$ cat src/hdl/kmp_pkg.sv
`default_nettype none
// ----------------------------------------------------------------------------
// kmp_pkg: shared constants and types for the KMP stream matcher
// Sizes of the pattern stores, the input opcodes, the controller-to-datapath
// command set and the datapath status bundle.
// ----------------------------------------------------------------------------
package kmp_pkg;

  localparam int MAX_PATTERN  = 64;
  localparam int OFFSET_WIDTH = 32;

  // pattern length counts 0..MAX_PATTERN, store addresses 0..MAX_PATTERN-1
  localparam int LEN_W   = $clog2(MAX_PATTERN + 1);
  localparam int PADDR_W = (MAX_PATTERN > 1) ? $clog2(MAX_PATTERN) : 1;

  // input transaction opcodes
  localparam logic [1:0] OP_CLEAR   = 2'd0;
  localparam logic [1:0] OP_APPEND  = 2'd1;
  localparam logic [1:0] OP_TEXT    = 2'd2;
  localparam logic [1:0] OP_RESTART = 2'd3;

  typedef enum logic [3:0] {
    CMD_NONE,
    CMD_CLEAR,
    CMD_RESTART,
    CMD_TEXT_START,
    CMD_TEXT_HIT,
    CMD_TEXT_FOLLOW,
    CMD_TEXT_MISS,
    CMD_APP_FIRST,
    CMD_APP_START,
    CMD_APP_HIT,
    CMD_APP_FOLLOW,
    CMD_APP_END
  } dp_cmd_t;

  typedef struct packed {
    logic hit;           // fetched pattern byte equals the held input byte
    logic text_last;     // the compared position is the last pattern byte
    logic fail_restart;  // fetched failure entry is the restart mark
    logic cur_zero;      // compared position is zero
    logic len_zero;      // pattern is empty
    logic len_full;      // pattern holds MAX_PATTERN bytes
    logic out_busy;      // result register holds a transaction not taken
  } dp_status_t;

endpackage
`default_nettype wire

$ cat src/hdl/kmp_datapath.sv
`default_nettype none
// ----------------------------------------------------------------------------
// kmp_datapath: pattern and failure stores, search registers, result register
// Executes one command per cycle from the controller and reports the
// compare results of the previous store read.
// ----------------------------------------------------------------------------
module kmp_datapath (
  input  wire                 clk,
  input  wire                 rst,
  input  var kmp_pkg::dp_cmd_t cmd,
  input  wire logic [7:0]     byte_value,
  input  wire                 out_ready,
  output kmp_pkg::dp_status_t status,
  output logic                out_valid,
  output logic [31:0]         match_start
);
  import kmp_pkg::*;

  typedef struct packed {
    logic               restart;
    logic [PADDR_W-1:0] idx;
  } fail_entry_t;

  // pattern store and optimized failure table
  logic [7:0]  pat_mem  [MAX_PATTERN];
  fail_entry_t fail_mem [MAX_PATTERN];

  logic [7:0]        pat_q;
  fail_entry_t       fail_q;

  logic [LEN_W-1:0]        len;
  logic [PADDR_W-1:0]      cnd;
  logic [PADDR_W-1:0]      matched;
  logic [OFFSET_WIDTH-1:0] offset;
  logic                    first;
  logic [7:0]              byte_q;
  logic [PADDR_W-1:0]      cur_idx;

  logic               rd_en;
  logic [PADDR_W-1:0] rd_addr;
  logic               pat_we;
  logic [PADDR_W-1:0] pos_addr;
  logic               fail_we;
  logic [PADDR_W-1:0] fail_wa;
  fail_entry_t        fail_wd;
  logic               text_last;

  function automatic logic [PADDR_W-1:0] clamp_idx(input logic [PADDR_W-1:0] x,
                                                   input logic [LEN_W-1:0] n);
    logic [LEN_W-1:0] lim;
    lim = n - LEN_W'(1);
    if (LEN_W'(x) > lim) return PADDR_W'(lim);
    return x;
  endfunction

  assign pos_addr  = PADDR_W'(len);
  assign text_last = (LEN_W'(cur_idx) + LEN_W'(1)) == len;

  // select the store read address for the next compare
  always_comb begin
    rd_en   = 1'b0;
    rd_addr = cnd;
    case (cmd)
      CMD_TEXT_START: begin
        rd_en   = 1'b1;
        rd_addr = clamp_idx(matched, len);
      end
      CMD_TEXT_FOLLOW: begin
        rd_en   = 1'b1;
        rd_addr = clamp_idx(fail_q.idx, len);
      end
      CMD_APP_START: begin
        rd_en   = 1'b1;
        rd_addr = cnd;
      end
      CMD_APP_FOLLOW: begin
        rd_en   = 1'b1;
        rd_addr = fail_q.idx;
      end
      default: ;
    endcase
  end

  // build the failure entry of the appended byte
  always_comb begin
    pat_we  = (cmd == CMD_APP_FIRST) || (cmd == CMD_APP_START);
    fail_we = 1'b0;
    fail_wa = pos_addr;
    fail_wd = '{restart: 1'b0, idx: cur_idx};
    case (cmd)
      CMD_APP_FIRST: begin
        fail_we = 1'b1;
        fail_wa = '0;
        fail_wd = '{restart: 1'b1, idx: '0};
      end
      CMD_APP_HIT: begin
        fail_we = first;
        fail_wd = fail_q;
      end
      CMD_APP_FOLLOW, CMD_APP_END: begin
        fail_we = first;
      end
      default: ;
    endcase
  end

  // stores with registered read
  always_ff @(posedge clk) begin
    if (pat_we) pat_mem[pos_addr] <= byte_value;
    if (rd_en)  pat_q <= pat_mem[rd_addr];
  end

  always_ff @(posedge clk) begin
    if (fail_we) fail_mem[fail_wa] <= fail_wd;
    if (rd_en)   fail_q <= fail_mem[rd_addr];
  end

  // search and builder control registers
  always_ff @(posedge clk) begin
    if (rst) begin
      len       <= '0;
      cnd       <= '0;
      matched   <= '0;
      offset    <= '0;
      first     <= 1'b0;
      out_valid <= 1'b0;
    end else begin
      // drop a taken result unless a new match replaces it
      if (out_valid && out_ready && !((cmd == CMD_TEXT_HIT) && text_last)) begin
        out_valid <= 1'b0;
      end
      case (cmd)
        CMD_CLEAR: begin
          len     <= '0;
          cnd     <= '0;
          matched <= '0;
          offset  <= '0;
        end
        CMD_RESTART: begin
          matched <= '0;
          offset  <= '0;
        end
        CMD_TEXT_START: offset <= offset + OFFSET_WIDTH'(1);
        CMD_TEXT_HIT: begin
          if (text_last) begin
            matched   <= cnd;
            out_valid <= 1'b1;
          end else begin
            matched <= cur_idx + PADDR_W'(1);
          end
        end
        CMD_TEXT_FOLLOW: matched <= fail_q.idx;
        CMD_TEXT_MISS:   matched <= '0;
        CMD_APP_FIRST: begin
          cnd <= '0;
          len <= LEN_W'(1);
        end
        CMD_APP_START: first <= 1'b1;
        CMD_APP_HIT: begin
          cnd   <= cur_idx + PADDR_W'(1);
          len   <= len + LEN_W'(1);
          first <= 1'b0;
        end
        CMD_APP_FOLLOW: first <= 1'b0;
        CMD_APP_END: begin
          cnd   <= '0;
          len   <= len + LEN_W'(1);
          first <= 1'b0;
        end
        default: ;
      endcase
    end
  end

  // payload registers: held byte, compared position, result
  always_ff @(posedge clk) begin
    if ((cmd == CMD_TEXT_START) || (cmd == CMD_APP_START)) byte_q <= byte_value;
    if (rd_en) cur_idx <= rd_addr;
    if ((cmd == CMD_TEXT_HIT) && text_last) begin
      match_start <= 32'(offset - OFFSET_WIDTH'(len));
    end
  end

  // report compare results to the controller
  always_comb begin
    status.hit          = pat_q == byte_q;
    status.text_last    = text_last;
    status.fail_restart = fail_q.restart;
    status.cur_zero     = cur_idx == '0;
    status.len_zero     = len == '0;
    status.len_full     = len == LEN_W'(MAX_PATTERN);
    status.out_busy     = out_valid && !out_ready;
  end

endmodule
`default_nettype wire

$ cat src/hdl/kmp_ctrl.sv
`default_nettype none
// ----------------------------------------------------------------------------
// kmp_ctrl: sequencer for the KMP stream matcher
// Accepts input transactions, walks the failure chain for text bytes and
// for pattern appends, and issues one datapath command per cycle.
// ----------------------------------------------------------------------------
module kmp_ctrl (
  input  wire                 clk,
  input  wire                 rst,
  input  wire                 in_valid,
  output logic                in_ready,
  input  wire logic [1:0]     opcode,
  input  var kmp_pkg::dp_status_t status,
  output kmp_pkg::dp_cmd_t    cmd
);
  import kmp_pkg::*;

  typedef enum logic [1:0] {
    ST_IDLE,
    ST_TEXT,
    ST_APPEND
  } state_t;

  state_t state, state_next;

  assign in_ready = state == ST_IDLE;

  // decode transactions and step the failure walks
  always_comb begin
    cmd        = CMD_NONE;
    state_next = state;
    case (state)
      ST_IDLE: begin
        if (in_valid) begin
          case (opcode)
            OP_CLEAR:   cmd = CMD_CLEAR;
            OP_RESTART: cmd = CMD_RESTART;
            OP_TEXT: begin
              cmd = CMD_TEXT_START;
              if (!status.len_zero) state_next = ST_TEXT;
            end
            OP_APPEND: begin
              // drop the append when the pattern is full
              if (status.len_zero) begin
                cmd = CMD_APP_FIRST;
              end else if (!status.len_full) begin
                cmd        = CMD_APP_START;
                state_next = ST_APPEND;
              end
            end
            default: ;
          endcase
        end
      end
      ST_TEXT: begin
        if (status.hit) begin
          // hold a completed match until the result register is free
          if (!(status.text_last && status.out_busy)) begin
            cmd        = CMD_TEXT_HIT;
            state_next = ST_IDLE;
          end
        end else if (!status.fail_restart && !status.cur_zero) begin
          cmd = CMD_TEXT_FOLLOW;
        end else begin
          cmd        = CMD_TEXT_MISS;
          state_next = ST_IDLE;
        end
      end
      ST_APPEND: begin
        if (status.hit) begin
          cmd        = CMD_APP_HIT;
          state_next = ST_IDLE;
        end else if (status.fail_restart) begin
          cmd        = CMD_APP_END;
          state_next = ST_IDLE;
        end else begin
          cmd = CMD_APP_FOLLOW;
        end
      end
      default: state_next = ST_IDLE;
    endcase
  end

  always_ff @(posedge clk) begin
    if (rst) begin
      state <= ST_IDLE;
    end else begin
      state <= state_next;
    end
  end

endmodule
`default_nettype wire

$ cat src/hdl/kmp_stream_matcher_top.sv
`default_nettype none
// ----------------------------------------------------------------------------
// kmp_stream_matcher_top: streaming Knuth-Morris-Pratt byte-string matcher
// Builds the optimized failure table as pattern bytes arrive and reports the
// start offset of every (overlapping) match in the text stream.
//
//   channel  direction  handshake            payload
//   input    in         in_valid / in_ready  opcode, byte_value
//   result   out        out_valid / out_ready match_start
//
// Clear, restart, a text byte on an empty pattern, a dropped append and the
// first pattern byte finish in the idle state. A text byte walks the failure
// chain with one store read per step; an append reads once per step of the
// candidate walk. Both walks follow the chain through the single read port
// of the stores. Reset clears the control registers only; the stores need
// no clearing pass. A completed match waits in its compare cycle while the
// result register still holds a transaction that is not taken.
// ----------------------------------------------------------------------------
module kmp_stream_matcher_top (
  input  wire              clk,
  input  wire              rst,
  input  wire              in_valid,
  output logic             in_ready,
  input  wire logic [1:0]  opcode,
  input  wire logic [7:0]  byte_value,
  output logic             out_valid,
  input  wire              out_ready,
  output logic [31:0]      match_start
);
  import kmp_pkg::*;

  dp_cmd_t    cmd;
  dp_status_t status;

  kmp_ctrl u_ctrl (
    .clk      (clk),
    .rst      (rst),
    .in_valid (in_valid),
    .in_ready (in_ready),
    .opcode   (opcode),
    .status   (status),
    .cmd      (cmd)
  );

  kmp_datapath u_datapath (
    .clk         (clk),
    .rst         (rst),
    .cmd         (cmd),
    .byte_value  (byte_value),
    .out_ready   (out_ready),
    .status      (status),
    .out_valid   (out_valid),
    .match_start (match_start)
  );

endmodule
`default_nettype wire

$ cat config.mk
export PLATFORM = sky130hd
export DESIGN_NAME = kmp_stream_matcher_top
export DESIGN_NICKNAME = d
export VERILOG_FILES = /design/src/hdl/kmp_pkg.sv /design/src/hdl/kmp_datapath.sv /design/src/hdl/kmp_ctrl.sv /design/src/hdl/kmp_stream_matcher_top.sv
export SDC_FILE = /design/constraint.sdc
export NUM_CORES = 2
export LEC_CHECK = 0
export ABC_AREA = 1
export BUFFER_PORTS_ARGS = -buffer_cell sky130_fd_sc_hd__buf_2
export CORE_MARGIN = 1
export CORE_UTILIZATION = 56
export DETAILED_ROUTE_END_ITERATION = 7
export PLACE_DENSITY = 0.71
export SLEW_MARGIN = 0
export SYNTH_ARGS = -nofsm -noshare
export SYNTH_HDL_FRONTEND = slang
export SYNTH_HIERARCHICAL = 1
export SYNTH_SLANG_ARGS = --single-unit
$ cat constraint.sdc
create_clock -name clk -period 6.8 [get_ports clk]
set_input_delay 0.34 -clock clk [delete_from_list [all_inputs] [get_ports clk]]
set_output_delay 0.34 -clock clk [all_outputs]
set_load 0.01 [all_outputs]
* Word-level counts from Yosys, hierarchy flattened *
Memory sizes are Yosys's and may differ from the RTL's. A register that Yosys moved wholly into a read port is not among the register bits.
Cells that the tools add are included.

word-level totals
  flip-flop bits (word level) = 101
  RAM bits = 960
  output and inout port bits = 34
  logic and storage cells = 122
  memories = 2

operators by class
  add/sub/neg operators = 6
  $lt $le $gt $ge = 2
  equal/unequal tests = 27
  muxes and demuxes = 47
  reductions and logical operators = 28

memories
  memory               depth  bits a word  rd ports  clocked after Yosys merged registers in  write ports  RTL line            source
  u_datapath.pat_mem   64     8            1         1                                        1            kmp_datapath.sv:25  logic [7:0] pat_mem [MAX_PATTERN];
  u_datapath.fail_mem  64     7            1         1                                        1            kmp_datapath.sv:26  fail_entry_t fail_mem [MAX_PATTERN];

operator list
  kind                                                                    number
  32-bit one-hot mux with 2 select lines                                  1
  6-bit 2-to-1 mux                                                        6
  6-bit one-hot mux with 3 select lines                                   2
  32-bit by 1-bit adder with 32-bit output (second input constant)        1
  32-bit by 7-bit subtractor with 32-bit output                           1
  7-bit one-hot mux with 3 select lines                                   1
  2-bit 2-to-1 mux                                                        10
  4-bit 2-to-1 mux                                                        5
  4-bit by 3-bit equality test with 1-bit output (second input constant)  4
  4-bit equality test (second input constant)                             4
  4-bit one-hot mux with 4 select lines                                   1
  3-bit inequality test (second input constant)                           5
  6-bit by 7-bit greater-than comparator with 1-bit output                2
  7-bit one-hot mux with 2 select lines                                   1
  1-bit 2-to-1 mux                                                        13
  4-bit one-hot mux with 3 select lines                                   1
  6-bit one-hot mux with 2 select lines                                   1
  3-bit OR reduction                                                      3
  4-bit by 2-bit equality test with 1-bit output (second input constant)  2
  8-bit equality test                                                     1
  8-bit AND reduction                                                     1
  6-bit by 1-bit adder with 7-bit output (second input constant)          1
  7-bit by 1-bit adder with 7-bit output (second input constant)          1
  7-bit equality test                                                     1
  23 further kinds                                                        41

* Depth between registers and ports, before layout *
  word-level depth = 13
  mapped depth = 32
  depth with buffers taken out = 30

* Modules after synthesis *
Netlist, hierarchy kept.

by module, submodules not included
  module        instances  cells an instance  area each (µm²)  seq. area each (µm²)
  kmp_datapath  1          4727               49318.6          31720.4
  kmp_ctrl      1          62                 321.6            40.0

* Worst setup path before layout *
Ideal clock, no wire load.

  path type = register to register
  start point = reg u_datapath.cur_idx[0]
  end point = mem u_datapath/fail_mem[0][2] (netlist name), data pin
  setup time = 0.553 ns
  arrival time = 4.534 ns
  setup slack = 1.713 ns
  stages on the path, launching flop included = 17
  path through = edfxtp_1 inv_1 ha_1 xnor2_1 nand4_1 a211oi_1 o2111ai_1 nor2_1 buf_4 nand3_1 nand2_1 o21ai_1 nor2_1 inv_1 nor2_1 clkinv_1 o22ai_1

RTL lines
  element                 RTL line             source
  start, declared         kmp_datapath.sv:37   logic [PADDR_W-1:0] cur_idx;
  start signal, assigned  kmp_datapath.sv:178  if (rd_en) cur_idx <= rd_addr;
  end, declared           kmp_datapath.sv:26

==> run_summary.xml <==
<?xml version="1.0" encoding="UTF-8"?>
<metrics>
  <group name="outcome">
    <metric name="run_status" unit="">finished, final reports clean</metric>
  </group>
  <group name="clocking">
    <metric name="clock-root-buffer" unit="">clkbuf_16</metric>
    <metric name="cts_num_sinks" unit="">1076</metric>
    <metric name="cts_buffers" unit="">109</metric>
    <metric name="htreeDepth" unit="">3</metric>
    <metric name="tritoncts" unit="">done</metric>
    <metric name="worst_setup_hold_path_clk_slew" unit="ns">0.06</metric>
    <metric name="cts.repair_timing.setup_buffer_count" unit="">0</metric>
    <metric name="clk-insertion-delay-late" unit="ns">0.72</metric>
    <metric name="postCtsResizedCells" unit="">0</metric>
    <metric name="cts-root-to-sink-buffers" unit="">3</metric>
  </group>
  <group name="placed_design">
    <metric name="place_congestion" unit="">0.914</metric>
    <metric name="dp_slack" unit="ns">0.672</metric>
    <metric name="io_buffers" unit="">47</metric>
    <metric name="detailedPlacementHpwl" unit="um">77200</metric>
  </group>
  <group name="synthesis">
    <metric name="yosysTopAreaCell" unit="">edfxtp_1</metric>
    <metric name="synthesis.nets" unit="">4823</metric>
    <metric name="fraction_of_the_yosys_area_taken_by_sequential_cells" unit="%">64.0</metric>
    <metric name="synthMostInstantiatedCell" unit="">nand3_1</metric>
    <metric name="syn_area_per_cell" unit="um^2">10.4</metric>
    <metric name="synth_top_cell_area_share" unit="%">61.8</metric>
    <metric name="yosys_warnings" unit="">6</metric>
    <metric name="post_synth_num_cell_types" unit="">50</metric>
    <metric name="netlist_instances" unit="">4789</metric>
    <metric name="synth-edff-count" unit="">1021</metric>
    <metric name="netlist_top_cells_area" unit="">edfxtp_1 (62%), nand3_1 (11%), nand2_1 (6.1%)</metric>
    <metric name="dominantRegCellSynth" unit="">edfxtp_1</metric>
    <metric name="number_of_flip_flops_and_latches_in_the_synthesized_netlist" unit="">1076</metric>
    <metric name="asyncSetResetFlopFracSynth" unit="%">0</metric>
    <metric name="synth_top_cells_by_count" unit="">nand3_1 (1048), edfxtp_1 (1021), nand2_1 (812), inv_1 (704), nand3b_1 (332)</metric>
    <metric name="synth.cell_area" unit="um^2">49600</metric>
  </group>
  <group name="routing">
    <metric name="via_per_inst" unit="">5.86</metric>
    <metric name="vias" unit="">35100</metric>
    <metric name="finalWirelength" unit="um">131000</metric>
    <metric name="drtAntennaViolNets" unit="">0</metric>
    <metric name="post-route-drc-count" unit="">0</metric>
    <metric name="route.detailed.wl_per_inst" unit="um">21.9</metric>
    <metric name="drtIter0Drc" unit="">4319</metric>
    <metric name="number_of_search_and_repair_iterations_in_the_first_detailed_routing_pass" unit="">6</metric>
  </group>
  <group name="setup_path">
    <metric name="worst_setup_path_end_kind" unit="">flop</metric>
    <metric name="timing.critical_path.buf_inv" unit="">5</metric>
    <metric name="timing_worst_setup_path_type" unit="">reg2reg</metric>
    <metric name="timing.critical_path.arrival" unit="ns">6.72</metric>
    <metric name="max_stage_delay" unit="ns">0.48</metric>
    <metric name="timing.critical_path.mode_cell" unit="">nand3_1</metric>
    <metric name="worst-endpoint-required" unit="ns">7.25</metric>
    <metric name="timing.critical_path.from_type" unit="">flop</metric>
    <metric name="timing.critical_path.max_delay_family" unit="">simple AND/OR/NAND/NOR gates</metric>
    <metric name="cp_max_fo" unit="">82</metric>
    <metric name="critPathSlowestCell" unit="">nand2_8</metric>
    <metric name="rrSetupSlack" unit="ns">0.53</metric>
  </group>
  <group name="power_and_ir_drop">
    <metric name="pwr_density_cell" unit="nW/um^2">295</metric>
    <metric name="cellInternalPower" unit="mW">11.5</metric>
    <metric name="cellLeakagePower" unit="nW">21.4</metric>
    <metric name="power.share.sequential" unit="%">46.0</metric>
    <metric name="power.net_switching" unit="mW">4.58</metric>
    <metric name="power.share.clock" unit="%">37.5</metric>
    <metric name="peakVddDrop" unit="V">0.000241</metric>
    <metric name="netSwitchingFraction" unit="%">28.4</metric>
    <metric name="combPwrFrac" unit="%">16.6</metric>
  </group>
  <group name="sta">
    <metric name="tightestPinTransition" unit="ns">1.14</metric>
    <metric name="timing.final.ws_setup" unit="ns">0.528</metric>
    <metric name="totalNegativeSetupSlack" unit="ns">0</metric>
    <metric name="hold_violations_final" unit="">0</metric>
    <metric name="skew" unit="ns">0.0452</metric>
    <metric name="rsz0062_at_grt" unit="">no</metric>
    <metric name="final.min_clock_period" unit="ns">6.27</metric>
    <metric name="max_freq" unit="MHz">159</metric>
    <metric name="layout_worst_path_cycle_share" unit="%">92.2</metric>
    <metric name="final-setup-viol-count" unit="">0</metric>
    <metric name="final_count_of_pins_violating_max_slew" unit="">0</metric>
    <metric name="max-slew-margin-rel" unit="%">23.7</metric>
  </group>
  <group name="global_route">
    <metric name="globalRouteOverflowTotal" unit="">0</metric>
    <metric name="grt_antenna_before_repair" unit="">3</metric>
    <metric name="grt_start_max_net_pins" unit="">185</metric>
    <metric name="via_count_of_the_first_global_routing_pass" unit="">33073</metric>
    <metric name="first_pass_grt_wire_length" unit="um">199000</metric>
    <metric name="global_route.usage.total" unit="%">29.0</metric>
  </group>
  <group name="die">
    <metric name="die_area" unit="um^2">89800</metric>
    <metric name="core_area" unit="um^2">87300</metric>
    <metric name="die_h" unit="um">300</metric>
    <metric name="rows" unit="">108</metric>
    <metric name="floorplan.die.width" unit="um">300</metric>
    <metric name="floorplan.io_pins" unit="">48</metric>
    <metric name="floorplan.initialDensity" unit="%">56.9</metric>
  </group>
  <group name="layout">
    <metric name="layout_cells_sized_above_1" unit="%">7.12</metric>
    <metric name="num-fill-cells" unit="">6926</metric>
    <metric name="diodes" unit="">0</metric>
    <metric name="syn_to_final_growth" unit="%">9.92</metric>
    <metric name="final_net_count" unit="">4777</metric>
  </group>
  <group name="worst_hold_path">
    <metric name="path_class_of_the_lowest_slack_min_delay_path" unit="">in2reg</metric>
  </group>
  <group name="run">
    <metric name="drv_cap" unit="">0</metric>
  </group>
</metrics>
## per-stage QoR
| stage | instance area (um^2) | utilization [%] | instances | power, mW | hold WS [ns] |
|---|---|---|---|---|---|
| global route | 54600 | 62.5 | 5989 | 16.6 | 0.103 |
| floorplan | 49600 | - | 4789 | 9.25 | 0.409 |
| detailed placement | 50900 | 58.3 | 5785 | 10.2 | 0.458 |
| CTS | 54600 | 62.5 | 5988 | 16.1 | 0.0556 |
| finish | 54600 | 62.5 | 5989 | 16.1 | 0.0847 |
| global placement | 50900 | 58.3 | 5785 | 10.1 | 0.452 |
## area by class of cell
class	instances	area, um^2	area share (%)
clock buffers	136	2850	5.22
clock inverters	66	772	1.41
multi-input cells	2702	13900	25.4
repair buffers	129	1170	2.14
inverters	725	2720	4.99
well taps	1155	1450	2.65
flip-flops and latches	1076	31800	58.2
## timing repair
item,4_1_cts,5_1_grt
endpoints found under the hold margin,1,0
setup endpoints to repair,0,3
hold buffers,1,0
## sequential cells by signal (all words and copies together), names as in the netlist
signal	cells
u_datapath/pat_mem	512
u_datapath/fail_mem	448
u_datapath/match_start	32
u_datapath/offset	32
u_datapath/byte_q	8
u_datapath/pat_q	8
u_datapath/len	7
u_datapath/cnd	6
u_datapath/cur_idx	6
u_datapath/fail_q	6
u_datapath/matched	6
u_ctrl/state	2
u_datapath/first	1
u_datapath/out_valid	1
u_datapath/status	1
## placed cells by master, fill, tap and decap left out, types with 10 or more instances in the layout
cell,count
clkinv_1,28
dfxtp_1,55
clkinv_2,19
buf_4,56
xor2_1,32
xnor2_1,12
nand2_1,810
nand3_1,1048
nor3_1,25
nand2_2,10
buf_2,47
ha_1,19
buf_12,25
inv_2,15
a21oi_1,57
nand3b_1,332
clkbuf_1,25
edfxtp_1,1021
bufinv_16,12
nand4_1,14
inv_1,704
nor2_1,202
clkbuf_16,109
o21ai_0,45
## worst register-to-register path, cell delays in order (launching register included)
cell and delay, ns:
edfxtp_1 0.43, inv_1 0.24, ha_1 0.32, xnor2_1 0.14, nand4_1 0.11, a211oi_1 0.19
o2111ai_1 0.14, nor2_1 0.43, nand3_1 0.17, nand2_1 0.10, o21ai_1 0.11, nor2_1 0.18
nand2_1 0.21, inv_1 0.10, nor3_1 0.09, inv_1 0.36, o21ai_0 0.20, inv_1 0.13
nand3_4 0.44, nand2_8 0.50, buf_12 0.40, nand2_1 0.14, nand3_1 0.10, nand3_1 0.12
nand3_1 0.11, nand3_1 0.21, nand3_1 0.26, nand2_1 0.09
## metal layers
metal	GRT usage, %	up-vias	share of wire (%)
met3	5.30	260	9.8
met2	45.6	1827	47
li1	-	16158	-
met1	41.0	16855	41
met4	9.41	0	2.9
met5	0	-	0
## power groups by stage
stage	clock (mW)	sequential, mW	combinational, mW
final	6.04	7.41	2.67
after global placement	0	7.55	2.59
after floorplan	0	7.54	1.71
after detailed placement	0	7.55	2.61
after CTS	6.11	7.41	2.62
after global routing	6.36	7.41	2.86
## path summary, 6_finish.rpt
| path | startpoint | end | cells after the start |
|---|---|---|---|
| worst max-delay path | u_datapath/cur_idx[0] | u_datapath/fail_q[4] | 27 |
| worst min-delay path | opcode[1] | u_ctrl/state[1] | 4 |
| worst max register to register | u_datapath/cur_idx[0] | u_datapath/fail_q[4] | 27 |
| worst min register to register | u_datapath/first | u_datapath/first | 2 |
## logic make-up after synthesis
family,Yosys count,share of synthesized area (%)
AOI/OAI and AO/OA,160,1.91
xor gates and xnor gates,44,0.776
adders and majority gates,20,0.519
buffers and inverters,1012,8.46
DFF,1076,64.0
and+or+nand+nor,2477,24.3
Note: power is estimated with default switching activity, not from simulation.
